## src/rtl/svm_pkg.sv

```systemverilog
// ============================================================================
// svm_pkg
// shared types, constants and widths of the sample-playback voice mixer
// ============================================================================
package svm_pkg;

    // block configuration (sample memory depth is a power of two)
    localparam int VOICE_COUNT  = 8;
    localparam int SAMPLE_WORDS = 16384;
    localparam int SAMPLE_BITS  = 16;

    // fixed beat field widths
    localparam int KIND_W  = 2;
    localparam int WADDR_W = 14;
    localparam int SMP_W   = 16;
    localparam int START_W = 14;
    localparam int LEN_W   = 15;
    localparam int VOL_W   = 9;

    // input tdata layout, lowest field first
    localparam int WADDR_LSB   = 0;
    localparam int SMP_LSB     = WADDR_LSB + WADDR_W;
    localparam int START_LSB   = SMP_LSB + SMP_W;
    localparam int LEN_LSB     = START_LSB + START_W;
    localparam int VOL_LSB     = LEN_LSB + LEN_W;
    localparam int IN_FIELDS_W = VOL_LSB + VOL_W;
    localparam int IN_DATA_W   = ((IN_FIELDS_W + 7) / 8) * 8;

    // derived widths
    localparam int ADDR_W  = $clog2(SAMPLE_WORDS);
    localparam int POS_W   = $clog2(SAMPLE_WORDS + 1);
    localparam int VIDX_W  = (VOICE_COUNT > 1) ? $clog2(VOICE_COUNT) : 1;
    localparam int CNT_W   = $clog2(VOICE_COUNT + 2);
    localparam int PROD_W  = VOL_W + 1 + SMP_W;
    localparam int ACC_W   = PROD_W + VIDX_W;
    localparam int GAIN_SHIFT = 8;
    localparam int RAW_W   = (ACC_W - GAIN_SHIFT > SAMPLE_BITS + 1) ?
                             (ACC_W - GAIN_SHIFT) : (SAMPLE_BITS + 2);
    localparam int NUM_W   = RAW_W + SAMPLE_BITS - 1;
    localparam int DEN_W   = RAW_W + 4;
    // soft clip quotient stays below full scale / 10
    localparam int QUO_W   = SAMPLE_BITS - 4;

    localparam int UNITY_GAIN = 256;
    localparam int FULL_SCALE = 1 << (SAMPLE_BITS - 1);
    localparam int OUT_MAX    = 32767;
    localparam int OUT_MIN    = -32768;

    typedef enum logic [KIND_W-1:0] {
        KIND_WRITE   = 2'd0,
        KIND_START   = 2'd1,
        KIND_PRODUCE = 2'd2
    } svm_kind_t;

    typedef enum logic [2:0] {
        ST_IDLE,
        ST_WRITE,
        ST_SCAN,
        ST_COMMIT,
        ST_MIX,
        ST_DIV_START,
        ST_DIV_WAIT,
        ST_OUT
    } svm_state_t;

    typedef struct packed {
        logic              load;
        logic              mem_wr;
        logic              scan_step;
        logic              commit;
        logic              mix_issue;
        logic              div_start;
        logic              out_load;
        logic              out_mute;
        logic [VIDX_W-1:0] vidx;
    } svm_cmd_t;

    typedef struct packed {
        logic len_zero;
        logic cur_busy;
        logic div_busy;
    } svm_sts_t;

endpackage

```

## src/rtl/svm_ctrl.sv

```systemverilog
// ============================================================================
// svm_ctrl
// mixer sequencer: beat decode, voice scan, mix sweep, clip and output beat
// ============================================================================
module svm_ctrl (
    input  logic                       clk,
    input  logic                       rst_n,
    input  logic                       s_tvalid,
    output logic                       s_tready,
    input  logic [svm_pkg::KIND_W-1:0] kind,
    output logic                       m_tvalid,
    input  logic                       m_tready,
    input  logic                       cfg_wr_en,
    input  logic                       cfg_wr_data,
    output svm_pkg::svm_cmd_t          cmd,
    input  svm_pkg::svm_sts_t          sts
);
    import svm_pkg::*;

    svm_state_t       state_reg, state_next;
    logic [CNT_W-1:0] cnt_reg, cnt_next;
    logic             out_valid_reg, out_valid_next;
    logic             mute_reg;

    always_ff @(posedge clk or negedge rst_n)
    begin
        if (!rst_n)
        begin
            state_reg     <= ST_IDLE;
            cnt_reg       <= '0;
            out_valid_reg <= 1'b0;
            mute_reg      <= 1'b0;
        end
        else
        begin
            state_reg     <= state_next;
            cnt_reg       <= cnt_next;
            out_valid_reg <= out_valid_next;
            if (cfg_wr_en)
            begin
                mute_reg <= cfg_wr_data;
            end
        end
    end

    always_comb
    begin
        state_next     = state_reg;
        cnt_next       = cnt_reg;
        out_valid_next = out_valid_reg & ~m_tready;
        cmd            = '0;
        cmd.vidx       = cnt_reg[VIDX_W-1:0];
        s_tready       = (state_reg == ST_IDLE);
        unique case (state_reg)
            ST_IDLE:
            begin
                if (s_tvalid)
                begin
                    cmd.load = 1'b1;
                    cnt_next = '0;
                    case (kind)
                        KIND_WRITE:   state_next = ST_WRITE;
                        KIND_START:   state_next = ST_SCAN;
                        KIND_PRODUCE: state_next = mute_reg ? ST_OUT : ST_MIX;
                        default:      state_next = ST_IDLE;
                    endcase
                end
            end
            ST_WRITE:
            begin
                cmd.mem_wr = 1'b1;
                state_next = ST_IDLE;
            end
            ST_SCAN:
            begin
                if (sts.len_zero)
                begin
                    state_next = ST_IDLE;
                end
                else
                begin
                    cmd.scan_step = 1'b1;
                    if (!sts.cur_busy || cnt_reg == CNT_W'(VOICE_COUNT - 1))
                    begin
                        state_next = ST_COMMIT;
                    end
                    else
                    begin
                        cnt_next = cnt_reg + CNT_W'(1);
                    end
                end
            end
            ST_COMMIT:
            begin
                cmd.commit = 1'b1;
                state_next = ST_IDLE;
            end
            ST_MIX:
            begin
                cmd.mix_issue = (cnt_reg < CNT_W'(VOICE_COUNT));
                cnt_next      = cnt_reg + CNT_W'(1);
                if (cnt_reg == CNT_W'(VOICE_COUNT + 1))
                begin
                    state_next = ST_DIV_START;
                end
            end
            ST_DIV_START:
            begin
                cmd.div_start = 1'b1;
                state_next    = ST_DIV_WAIT;
            end
            ST_DIV_WAIT:
            begin
                if (!sts.div_busy)
                begin
                    state_next = ST_OUT;
                end
            end
            ST_OUT:
            begin
                if (!out_valid_reg || m_tready)
                begin
                    cmd.out_load   = 1'b1;
                    cmd.out_mute   = mute_reg;
                    out_valid_next = 1'b1;
                    state_next     = ST_IDLE;
                end
            end
            default:
            begin
                state_next = ST_IDLE;
            end
        endcase
    end

    assign m_tvalid = out_valid_reg;

endmodule

```

## config.mk

```make
export PLATFORM = sky130hd
export DESIGN_NAME = svm_ctrl
export DESIGN_NICKNAME = d
export VERILOG_FILES = /design/src/rtl/svm_pkg.sv /design/src/rtl/svm_ctrl.sv
export SDC_FILE = /design/constraint.sdc
export NUM_CORES = 1
export LEC_CHECK = 0
export BUFFER_PORTS_ARGS = -buffer_cell sky130_fd_sc_hd__buf_2
export CAP_MARGIN = 10
export CORE_MARGIN = 2
export CORE_UTILIZATION = 52
export DETAILED_ROUTE_END_ITERATION = 8
export HOLD_SLACK_MARGIN = 0.03
export PLACE_DENSITY = 0.82
export SLEW_MARGIN = 40
export SYNTH_ARGS = -nofsm -noshare
export SYNTH_HDL_FRONTEND = slang
export SYNTH_SLANG_ARGS = --single-unit
```

## constraint.sdc

```tcl
create_clock -name clk -period 3.6 [get_ports clk]
set_input_delay 0.36 -clock clk [delete_from_list [all_inputs] [get_ports clk]]
set_output_delay 0.36 -clock clk [all_outputs]
set_load 0.1 [all_outputs]
```

# After elaboration in Yosys (flattened, before gate mapping)
# Index checks and enable logic that the tools add are counted.
# classes
n_addsub	1
order_cmp	1
n_eq_ne	18
mux	25
bitwise	2
n_reduce_logical	10
# op_table
op	n
one-hot mux 3 bit (7 select lines)	1
2-to-1 mux 3 bit	6
== test 3 bit, second input constant	4
2-to-1 mux 4 bit	3
inequality test 2 bit, second input constant	6
one-hot mux 4 bit (3 select lines)	1
2-to-1 mux 1 bit	10
one-hot mux 3 bit (3 select lines)	1
== test 3 x 2 -> 1 bit, second input constant	2
2-to-1 mux 2 bit	3
AND reduction 5 bit	1
adder 4 x 1 -> 4 bit, second input constant	1
== test 4 x 3 -> 1 bit, second input constant	1
== test 4 bit, second input constant	1
< comparator 4 bit, second input constant	1
AND reduction 4 bit	1
== test 3 x 1 -> 1 bit, second input constant	1
zero test 3 bit	1
inequality test 3 bit, second input constant	1
nonzero test 3 bit	1
== test 2 x 1 -> 1 bit, second input constant	1
== test 2 bit, second input constant	1
zero test 1 bit	2
zero test 2 bit	1
4 further kinds	5
# totals
regBits	9
output_inout_bits	13

# Depth between registers and ports, before layout
# Gate-level depths: netlist of run 1.
# logic_depth
depth_word	5
depth_mapped	6
ltp_nobuf	6

# Least setup slack after synthesis of run 1
# No wires, ideal clock.
# synth_path
kind	flip-flop to output port
startpoint	reg out_valid_reg (netlist: m_tvalid)
endpoint	out cmd[3] (netlist bit)
t_arrival_ps	4103
setup_slack_ps	-863
stages_incl_launch_ff	4
path_buffers	0
path_cell_list	dfrtp_1 nor2b_1 nor3_1 and2_1
# synth_rtl
item	line	rtl
from (decl)	svm_ctrl.sv:22	logic out_valid_reg, out_valid_next;
from (signal assigned)	svm_ctrl.sv:38	out_valid_reg <= out_valid_next;
to (decl)	svm_ctrl.sv:15	output svm_pkg::svm_cmd_t cmd,

==> results of run 1 <==
==> area by class of cell <==
class | instances | area share (%)
clock buffer | 3 | 2.62
clock inverter | 1 | 0.581
timing repair buffer | 24 | 14.5
multi-input combinational | 62 | 51.7
sequential | 9 | 26.2
inverter | 5 | 2.18
tap | 15 | 2.18
==> through the flow <==
| stage | hold slack (ps) | area (sq um) |
|---|---|---|
| after floorplan | 64.4 | 732 |
| after detailed placement | 228 | 823 |
| after global placement | 224 | 823 |
| final | 326 | 861 |
| after CTS | 326 | 861 |
| after global routing | 313 | 861 |
==> cells in the final DEF (no fill, tap or decap), types with 2 or more instances in the layout <==
master	instances
nand3_1	2
dfrtp_1	9
nor3_2	2
nor4_1	2
o31ai_1	3
o21ai_0	5
nor3b_1	2
nand2_1	7
a21oi_1	2
nor2_1	4
clkbuf_4	3
nand3b_1	3
inv_1	5
nand2b_1	7
ha_1	2
or4_1	2
buf_2	23
nor2b_1	2
==> synth_stat cells, types with 3 or more instances <==
| library cell | number |
|---|---|
| nand2b_1 | 7 |
| dfrtp_1 | 9 |
| o21ai_0 | 5 |
| inv_1 | 5 |
| nand2_1 | 7 |
| nor3_1 | 3 |
| buf_4 | 4 |
| nor2_1 | 4 |
| nand3b_1 | 3 |
| o31ai_1 | 3 |
==> cells by family after synthesis <==
kind of cell | count (synthesis)
DFF | 9
muxes | 1
AOI/OAI and AO/OA | 21
and+or+nand+nor | 38
adders and majority gates | 2
buffers and inverters | 12
==> final timing paths <==
kind                               from      endpoint  slack (ps)  cells after the start
setup / recovery           state_reg[0]        cmd[3]        1330                      4
hold / removal              cfg_wr_data      mute_reg         330                      2
setup reg to reg           state_reg[0]  state_reg[2]        1790                      4
hold reg to reg                mute_reg      mute_reg         560                      1
max in group asynchronous         rst_n  state_reg[1]        2950                      2
min in group asynchronous         rst_n    cnt_reg[0]         470                      2
==> per-layer routing <==
layer	GRT usage (%)	routed length [microns]	share of wire, %
met1	29.9	753	49
met5	0	0	0
met2	32.4	672	44
met3	5.43	74	4.9
met4	10.5	21	1.4
==> what timing repair did <==
item,4_1_cts,5_1_grt
setup endpoints to repair,0,0
hold buffers,1,0
resized for setup,0,0
hold endpoints to repair,9,0
==> out/metrics.csv, run 1 <==
stage,metric,value,unit
hold_path,hold_class,input pin to flip-flop,
timing,setup_violations,0,
logic_synthesis,postSynthAreaPerCell,8.70,sq um
critical_path,start_kind,flip-flop,
drt,routed_wirelength,1520,microns
critical_path,end_kind,output port,
logic_synthesis,postSynthNetCount,96,
placement,dp_cells,114,
drt,wl_per_cell,12.8,microns
floorplan,dieHeight,41.3,microns
logic_synthesis,synth_top_family_by_area,simple AND/OR/NAND/NOR gates,
final_layout,fillers,117,
logic_synthesis,muxShareOfSynthArea,1.56,%
floorplan,core-area,1300,sq um
drt,drt_iter0_markers,14,
drt,num_vias,677,
logic_synthesis,ys_types,35,
floorplan,num_rows,13,
clocking,postCtsSetupBuffers,0,
global_route,grt_pass1_wl,2430,microns
drt,drt-pass1-iter-count,4,
final_layout,multiInputGateArea,445,sq um
logic_synthesis,synth_edf_count,0,
logic_synthesis,synth-main-ff-cell,dfrtp_1,
final_layout,n_antenna_cell,0,
logic_synthesis,seq_area_frac_synth,31.2,%
critical_path,path_class,flip-flop to output port,
run_status,status,completed,
critical_path,required,3240,ps
final_layout,post-route-util,66.2,%
drt,drt-vias-per-instance,5.69,
timing,grt_setup_unrepaired,false,
logic_synthesis,synth_seq_cells,9,
timing,period_needed,2270,ps
logic_synthesis,syn_inst,83,
job,cap_violations,0,
timing,slew_headroom,61.1,%
floorplan,ios,24,
placement,io_buffers,23,
placement,gp_congestion,0.784,
clocking,cts.clk_slew.worst_paths,70,ps
critical_path,max_stage_delay,710,ps
timing,fin_worst_skew,4.94,ps
clocking,clock_latency,270,ps
critical_path,crit_buf_inv,1,
clocking,cts_tree,yes,
logic_synthesis,synth_area,722,sq um
clocking,tritoncts_num_sinks,9,
final_layout,areaGrowthSynthToFinish,19.2,%
final_layout,fin_cells,119,
timing,finalSetupTns,0,ps
final_layout,nets,118,
clocking,clockBufferDepth,2,
timing,worst_pin_slew,583,ps
global_route,grt_use_total,22.1,%
timing,max_freq,440,MHz
global_route,grt_pass1_vias,597,
drt,antenna_left,0,
floorplan,start_util,55.5,%
clocking,cts_made_buffers,3,
logic_synthesis,synth_fa_ha_area_share,3.47,%
final_layout,ff_latch_area,225,sq um
timing,fin_ws,1330,ps
global_route,grt_max_degree,23,
logic_synthesis,synth_area_leaders,"dfrtp_1 (31%), nand2b_1 (6.1%), buf_4 (4.2%), a41oi_4 (3.8%), nand2_1 (3.6%)",
global_route,gr-total-overflow,0,
logic_synthesis,synth_top_cell_area_share,31.2,%
logic_synthesis,synth_async_sr_flop_share,100,%
logic_synthesis,synthSimpleGateAreaFrac,30.5,%
clocking,clockRootBuffer,clkbuf_4,
timing,finalCritPeriodShare,63.1,%
clocking,htree_levels,1,
critical_path,cp_slowest_cell,dfrtp_1,
final_layout,layout-drive-gt1-share,32.7,%
placement,dp_hpwl,1170,microns
critical_path,critPathArrivalTime,1910,ps
floorplan,die-area,1700,sq um
critical_path,path_cells,nand2_1 > nor3_2 > and2_1 > buf_2,
floorplan,die_w,41.3,microns
placement,pre_cts_slack,1640,ps
timing,slew_violations,0,
critical_path,crit_family,flip-flops,
logic_synthesis,synth_compound_area_share,24.8,%
global_route,antenna_found_initial,0,
timing,hold_viol,0,
critical_path,path_max_fanout,22,
drt,drc,0,
logic_synthesis,synthXorXnorAreaFrac,0,%
logic_synthesis,synth_top_cell_by_area,dfrtp_1,
logic_synthesis,ys_warn_count,0,
final_layout,largest_reg_flops,4,
Power of run 1 is not shown: default switching activity piles up to over one toggle a cycle in this logic, so the estimate is an artifact.
==> inputs of run 2 (changes only) <==
--- a/config.mk
+++ b/config.mk
@@ -5,13 +5,14 @@
 export SDC_FILE = /design/constraint.sdc
 export NUM_CORES = 1
 export LEC_CHECK = 0
+export ABC_AREA = 1
 export BUFFER_PORTS_ARGS = -buffer_cell sky130_fd_sc_hd__buf_2
 export CAP_MARGIN = 10
 export CORE_MARGIN = 2
-export CORE_UTILIZATION = 52
+export CORE_UTILIZATION = 49
 export DETAILED_ROUTE_END_ITERATION = 8
 export HOLD_SLACK_MARGIN = 0.03
-export PLACE_DENSITY = 0.82
+export PLACE_DENSITY = 0.77
 export SLEW_MARGIN = 40
 export SYNTH_ARGS = -nofsm -noshare
 export SYNTH_HDL_FRONTEND = slang
==> constraint.sdc (replaced) <==
create_clock -name clk -period 2.1 [get_ports clk]
set_input_delay 0.21 -clock clk [delete_from_list [all_inputs] [get_ports clk]]
set_output_delay 0.21 -clock clk [all_outputs]
set_load 0.1 [all_outputs]
==> run 2 against run 1 <==
Against the previous run:
- via count rose by 15%
- critical path type unchanged
- highest routed layer unchanged
- critical path depth up 1
- hold slack lost 160 ps
==> out/metrics.csv, run 2 <==
stage,metric,value,unit,change
run_status,status,completed,,
global_route,grt_use_total,21.3,%,-0.74 points
job,cap_violations,0,,unchanged
logic_synthesis,synth_top_cell_by_area,dfrtp_1,,
clocking,cts.clk_slew.worst_paths,60,ps,about the same
logic_synthesis,synth_area,772,sq um,+6.9%
logic_synthesis,synth-main-ff-cell,dfrtp_1,,
logic_synthesis,yosysMostFrequentCell,nand2_1,,
logic_synthesis,synth_seq_cells,9,,unchanged
logic_synthesis,syn_inst,112,,+35%
critical_path,path_class,flip-flop to output port,,
timing,period_needed,1950,ps,
critical_path,end_kind,output port,,
floorplan,dieHeight,43.7,microns,+5.9%
logic_synthesis,ys_types,23,,-34%
timing,hold_viol,0,,unchanged
logic_synthesis,synthSimpleGateAreaFrac,42.9,%,+12 points
final_layout,n_antenna_cell,0,,unchanged
clocking,clock_latency,250,ps,-20 ps
timing,slew_headroom,67.6,%,+6.4 points
placement,dp_hpwl,1400,microns,+20%
clocking,clockRootBuffer,clkbuf_4,,
placement,gp_congestion,0.798,,+1.8%
final_layout,areaGrowthSynthToFinish,19.9,%,
timing,finalCritPeriodShare,93.1,%,
drt,num_vias,776,,+15%
timing,max_freq,512,MHz,
logic_synthesis,synthXorXnorAreaFrac,1.13,%,+1.1 points
floorplan,start_util,51.8,%,-3.6 points
clocking,postCtsSetupBuffers,0,,unchanged
global_route,grt_pass1_wl,3060,microns,+26%
logic_synthesis,ys_warn_count,0,,unchanged
logic_synthesis,synth_area_leaders,"dfrtp_1 (29%), nand2_1 (13%), inv_1 (8.3%), nand3_1 (7.8%), buf_6 (4.4%)",,
critical_path,critPathArrivalTime,1740,ps,-170 ps
floorplan,die-area,1910,sq um,+12%
logic_synthesis,muxShareOfSynthArea,0,%,-1.6 points
clocking,cts_tree,yes,,
timing,worst_pin_slew,490,ps,-93.2 ps
critical_path,start_kind,flip-flop,,
placement,io_buffers,23,,unchanged
global_route,antenna_found_initial,0,,unchanged
final_layout,post-route-util,62.2,%,-4.0 points
power,ir_drop,0.000871,V,
logic_synthesis,synth_edf_count,0,,unchanged
drt,wl_per_cell,11.2,microns,-12%
drt,routed_wirelength,1690,microns,+11%
drt,drt-vias-per-instance,5.14,,-9.7%
drt,drt_iter0_markers,15,,+1
logic_synthesis,yosys-top-cells-count,"nand2_1 (26), inv_1 (17), nand3_1 (12)",,
drt,antenna_left,0,,unchanged
hold_path,hold_class,input pin to flip-flop,,
drt,drc,0,,unchanged
placement,pre_cts_slack,382,ps,-1260 ps
timing,fin_ws,146,ps,-1180 ps
final_layout,largest_reg_flops,4,,unchanged
clocking,tritoncts_num_sinks,9,,unchanged
critical_path,r2r_setup_slack,650,ps,-1140 ps
logic_synthesis,postSynthNetCount,125,,+30%
global_route,gr-total-overflow,0,,unchanged
logic_synthesis,synth_fa_ha_area_share,3.24,%,-0.22 points
clocking,clockBufferDepth,2,,unchanged
final_layout,stdcell_area,926,sq um,+7.6%
critical_path,required,1890,ps,-1350 ps
clocking,cts_made_buffers,3,,unchanged
timing,grt_setup_unrepaired,false,,
final_layout,fin_cells,151,,+27%
floorplan,die_w,43.7,microns,+5.9%
floorplan,ios,24,,unchanged
logic_synthesis,synth_top_family_by_area,simple AND/OR/NAND/NOR gates,,
final_layout,mostFrequentLayoutCells,"nand2_1 (26), buf_2 (22), inv_1 (17)",,
global_route,grt_pass1_vias,714,,+20%
final_layout,nets,149,,+26%
floorplan,num_rows,14,,+1
power,finalPower,1.44,mW,
global_route,grt_max_degree,13,,-43%
floorplan,core-area,1490,sq um,+14%
timing,fin_worst_skew,0.552,ps,-4.38 ps
clocking,htree_levels,1,,unchanged
critical_path,path_max_fanout,9,,-59%
placement,dp_cells,146,,+28%
drt,drt-pass1-iter-count,4,,unchanged
power,cellPowerDensity,1550,nW/um^2,
power,leakagePower,0.533,nW,
timing,setup_violations,0,,unchanged
logic_synthesis,synth_async_sr_flop_share,100,%,unchanged
logic_synthesis,synth_compound_area_share,6.97,%,-18 points
final_layout,final_common_cell,nand2_1,,
logic_synthesis,synth_top_cell_area_share,29.2,%,-2.0 points
final_layout,layout-drive-gt1-share,37.8,%,+5.1 points
logic_synthesis,postSynthAreaPerCell,6.89,sq um,-21%
logic_synthesis,seq_area_frac_synth,29.2,%,-2.0 points
placement,dpl_cell_area,886,sq um,+7.6%
timing,slew_violations,0,,unchanged
[run 2: cell types whose count changed in the layout (fill, tap and decap cells not counted), moves of 3 or more]
cell      delta
o21ai_1      +3
nand2_1     +19
nor2_2       +6
nand3_1     +10
o31ai_1      -3
nand3b_1     -3
nand2b_1     -7
nand2_2      +4
inv_1       +12
[run 2: logic make-up after synthesis]
| logic type | count (synthesis) |
|---|---|
| and+or+nand+nor | 65 |
| buffers and inverters | 25 |
| AOI/OAI and AO/OA | 10 |
| DFF | 9 |
| adders and majority gates | 2 |
| xor gates and xnor gates | 1 |
[run 2: power breakdown]
group	internal (mW)	leakage (nW)	switching, mW
Combinational	0.222	0.399	0.765
Sequential	0.215	0.118	0.107
Clock	0.0730	0.0150	0.0570
Total	0.510	0.533	0.929
[run 2: metrics by stage]
| stage | hold WS, ps | TNS [ps] |
|---|---|---|
| floorplan | -85.6 | -560 |
| global placement | 74.3 | 0 |
| global route | 175 | 0 |
| CTS | 155 | 0 |
| detailed placement | 74.1 | 0 |
| finish | 165 | 0 |
[run 2: what timing repair did]
action / CTS / global route
hold buffers: 1 / 0
endpoints found under the hold margin: 9 / 0
setup endpoints to repair: 0 / 2
resized for setup: 0 / 2
[run 2: cell type report]
cell class | instances | area, sq um
multi-input cells | 78 | 447
well taps | 16 | 20.0
clock buffers | 4 | 26.3
fillers | 154 | 563
inverters | 19 | 71.3
flip-flops and latches | 9 | 226
repair buffers | 25 | 135
[run 2: per-layer routing]
layer	up-vias	GRT usage, %	wire [microns]
li1	392	-	-
met1	361	27.1	746
met2	21	35.9	848
met3	2	3.33	87
met4	0	9.09	8
met5	-	0	0
[run 2: path summary, 6_finish.rpt]
| kind | depth (start not counted) | end | from |
|---|---|---|---|
| setup / recovery | 5 | cmd[4] | state_reg[1] |
| max in group asynchronous | 2 | state_reg[2] | rst_n |
| hold reg to reg | 2 | cnt_reg[3] | cnt_reg[3] |
| setup reg to reg | 7 | state_reg[1] | state_reg[0] |
| hold / removal | 2 | m_tvalid | m_tready |
| min in group asynchronous | 2 | mute_reg | rst_n |
[run 2: worst max-delay path, cell delays in order, from the launching register on]
cell and delay (ps):
dfrtp_1 620, nand2_2 120, nor2_2 130, inv_1 110, nor2_2 90, buf_2 430
Power figures use the tool's default switching activity.
==> inputs of run 3 (changes only) <==
--- a/config.mk
+++ b/config.mk
@@ -8,7 +8,7 @@
 export ABC_AREA = 1
 export BUFFER_PORTS_ARGS = -buffer_cell sky130_fd_sc_hd__buf_2
 export CAP_MARGIN = 10
-export CORE_MARGIN = 2
+export CORE_MARGIN = 4
 export CORE_UTILIZATION = 49
 export DETAILED_ROUTE_END_ITERATION = 8
 export HOLD_SLACK_MARGIN = 0.03
==> run 3 against run 2 <==
Against the previous run:
- critical path depth did not move
- sequential power fell by 11%
- core utilization unchanged
- critical path type unchanged
- largest power group unchanged
==> out/metrics.csv, run 3 (same netlist as run 2, synthesis figures left out) <==
stage,metric,value,unit,change
final_layout,ff_latch_area,225,sq um,-0.55%
critical_path,critPathArrivalTime,1720,ps,-20 ps
global_route,grt_max_degree,15,,+2
global_route,antenna_found_initial,0,,unchanged
timing,slew_violations,0,,unchanged
final_layout,fillers,147,,-4.5%
critical_path,required,1890,ps,about the same
power,finalPower,1.42,mW,-1.4%
timing,fin_worst_skew,5.78,ps,+5.22 ps
critical_path,path_max_fanout,9,,unchanged
clocking,cts_made_buffers,3,,unchanged
floorplan,die-area,2270,sq um,+19%
final_layout,final_common_cell,nand2_1,,
drt,wl_per_cell,10.5,microns,-6.6%
floorplan,num_rows,14,,unchanged
final_layout,post-route-util,62.2,%,unchanged
global_route,grt_pass1_wl,2620,microns,-14%
critical_path,r2r_setup_slack,680,ps,+30 ps
critical_path,crit_path_frequent_cell,nor2_2,,
power,ir_drop,0.00106,V,+22%
drt,drt-pass1-iter-count,4,,unchanged
drt,antenna_left,0,,unchanged
timing,period_needed,1930,ps,-25.9 ps
final_layout,nets,149,,unchanged
final_layout,layout-drive-gt1-share,37.8,%,unchanged
power,leakagePower,0.537,nW,+0.75%
final_layout,largest_reg_flops,4,,unchanged
drt,num_vias,742,,-4.4%
timing,hold_viol,0,,unchanged
final_layout,stdcell_area,926,sq um,unchanged
timing,slew_headroom,67.8,%,+0.23 points
clocking,clock_latency,250,ps,about the same
floorplan,die_w,47.7,microns,+9.2%
timing,finalSetupTns,0,ps,unchanged
clocking,cts.clk_slew.worst_paths,60,ps,about the same
drt,drc,0,,unchanged
drt,routed_wirelength,1580,microns,-6.6%
timing,setup_violations,0,,unchanged
clocking,clockRootBuffer,clkbuf_4,,
timing,finalCritPeriodShare,91.8,%,-1.2 points
drt,drt-vias-per-instance,4.91,,-4.4%
clocking,htree_levels,1,,unchanged
floorplan,core-area,1490,sq um,unchanged
timing,max_freq,519,MHz,+1.3%
clocking,postCtsSetupBuffers,0,,unchanged
global_route,gr-total-overflow,0,,unchanged
critical_path,crit_buf_inv,2,,unchanged
critical_path,start_kind,flip-flop,,
final_layout,n_antenna_cell,0,,unchanged
job,cap_violations,0,,unchanged
placement,pre_cts_slack,397,ps,+15.2 ps
placement,dpl_cell_area,886,sq um,unchanged
global_route,grt_pass1_vias,659,,-7.7%
placement,gp_congestion,0.819,,+2.6%
power,cellPowerDensity,1530,nW/um^2,-1.4%
clocking,tritoncts_num_sinks,9,,unchanged
final_layout,multiInputGateArea,447,sq um,unchanged
global_route,grt_use_total,16.5,%,-4.9 points
floorplan,start_util,51.8,%,unchanged
placement,dp_hpwl,1350,microns,-3.3%
clocking,cts_tree,yes,,
run_status,status,completed,,
critical_path,path_class,flip-flop to output port,,
floorplan,ios,24,,unchanged
final_layout,mostFrequentLayoutCells,"nand2_1 (26), buf_2 (22), inv_1 (17)",,
critical_path,crit_family,flip-flops,,
timing,worst_pin_slew,486,ps,-3.43 ps
critical_path,end_kind,output port,,
final_layout,areaGrowthSynthToFinish,19.9,%,unchanged
placement,io_buffers,23,,unchanged
critical_path,cp_slowest_cell,dfrtp_1,,
floorplan,dieHeight,47.7,microns,+9.2%
timing,fin_ws,172,ps,+25.9 ps
timing,grt_setup_unrepaired,false,,
hold_path,hold_class,input pin to flip-flop,,
clocking,clockBufferDepth,2,,unchanged
critical_path,path_cells,nand2_2 > nor2_2 > inv_1 > nor2_2 > buf_2,,
critical_path,max_stage_delay,620,ps,about the same
drt,drt_iter0_markers,16,,+1
run 3: repair_timing:
action / 4_1_cts / 5_1_grt
hold buffers: 1 / 0
endpoints found under the setup margin: 0 / 1
hold endpoints to repair: 9 / 0
gates resized for setup: 0 / 1
run 3: path summary, 6_finish.rpt:
check,cells past startpoint,end,startpoint
max,5,cmd[4],state_reg[0]
min,2,mute_reg,cfg_wr_en
max reg2reg,7,state_reg[1],state_reg[0]
min reg2reg,2,cnt_reg[3],cnt_reg[3]
max in group asynchronous,2,cnt_reg[1],rst_n
min in group asynchronous,2,cnt_reg[0],rst_n
run 3: stage by stage:
stage          std cells  hold WS, ps
2_1_floorplan        112        -85.6
3_3_place_gp         146         71.1
3_5_place_dp         146         72.8
4_1_cts              151          151
5_1_grt              151          161
6_report             151          165
run 3: final cells by class:
| class | instances | share of cell area [%] |
|---|---|---|
| inverter | 19 | 7.70 |
| sequential | 9 | 24.3 |
| clock buffer | 3 | 2.43 |
| multi-input combinational | 78 | 48.2 |
| tap | 16 | 2.16 |
| timing repair buffer | 25 | 14.6 |
| clock inverter | 1 | 0.541 |
run 3: worst register-to-register path, cell delays in order, from the launching register on:
cell and delay [ps]:
dfrtp_1 620, inv_1 150, nand4_1 100, nand2_1 70, nor2_2 190, nand2_2 70
nand2_1 60, nand2_1 50
run 3: where the power goes:
part	total (mW)	internal (mW)	switching, mW
Sequential	0.286	0.214	0.0728
Clock	0.126	0.0699	0.0564
Combinational	1.01	0.223	0.784
Total	1.42	0.506	0.913
run 3: metal layers:
metal	wire, microns	vias up	track usage (%)
li1	-	400	-
met1	669	316	20.0
met2	764	24	27.4
met3	133	2	3.01
met4	12	0	8.60
met5	0	-	0
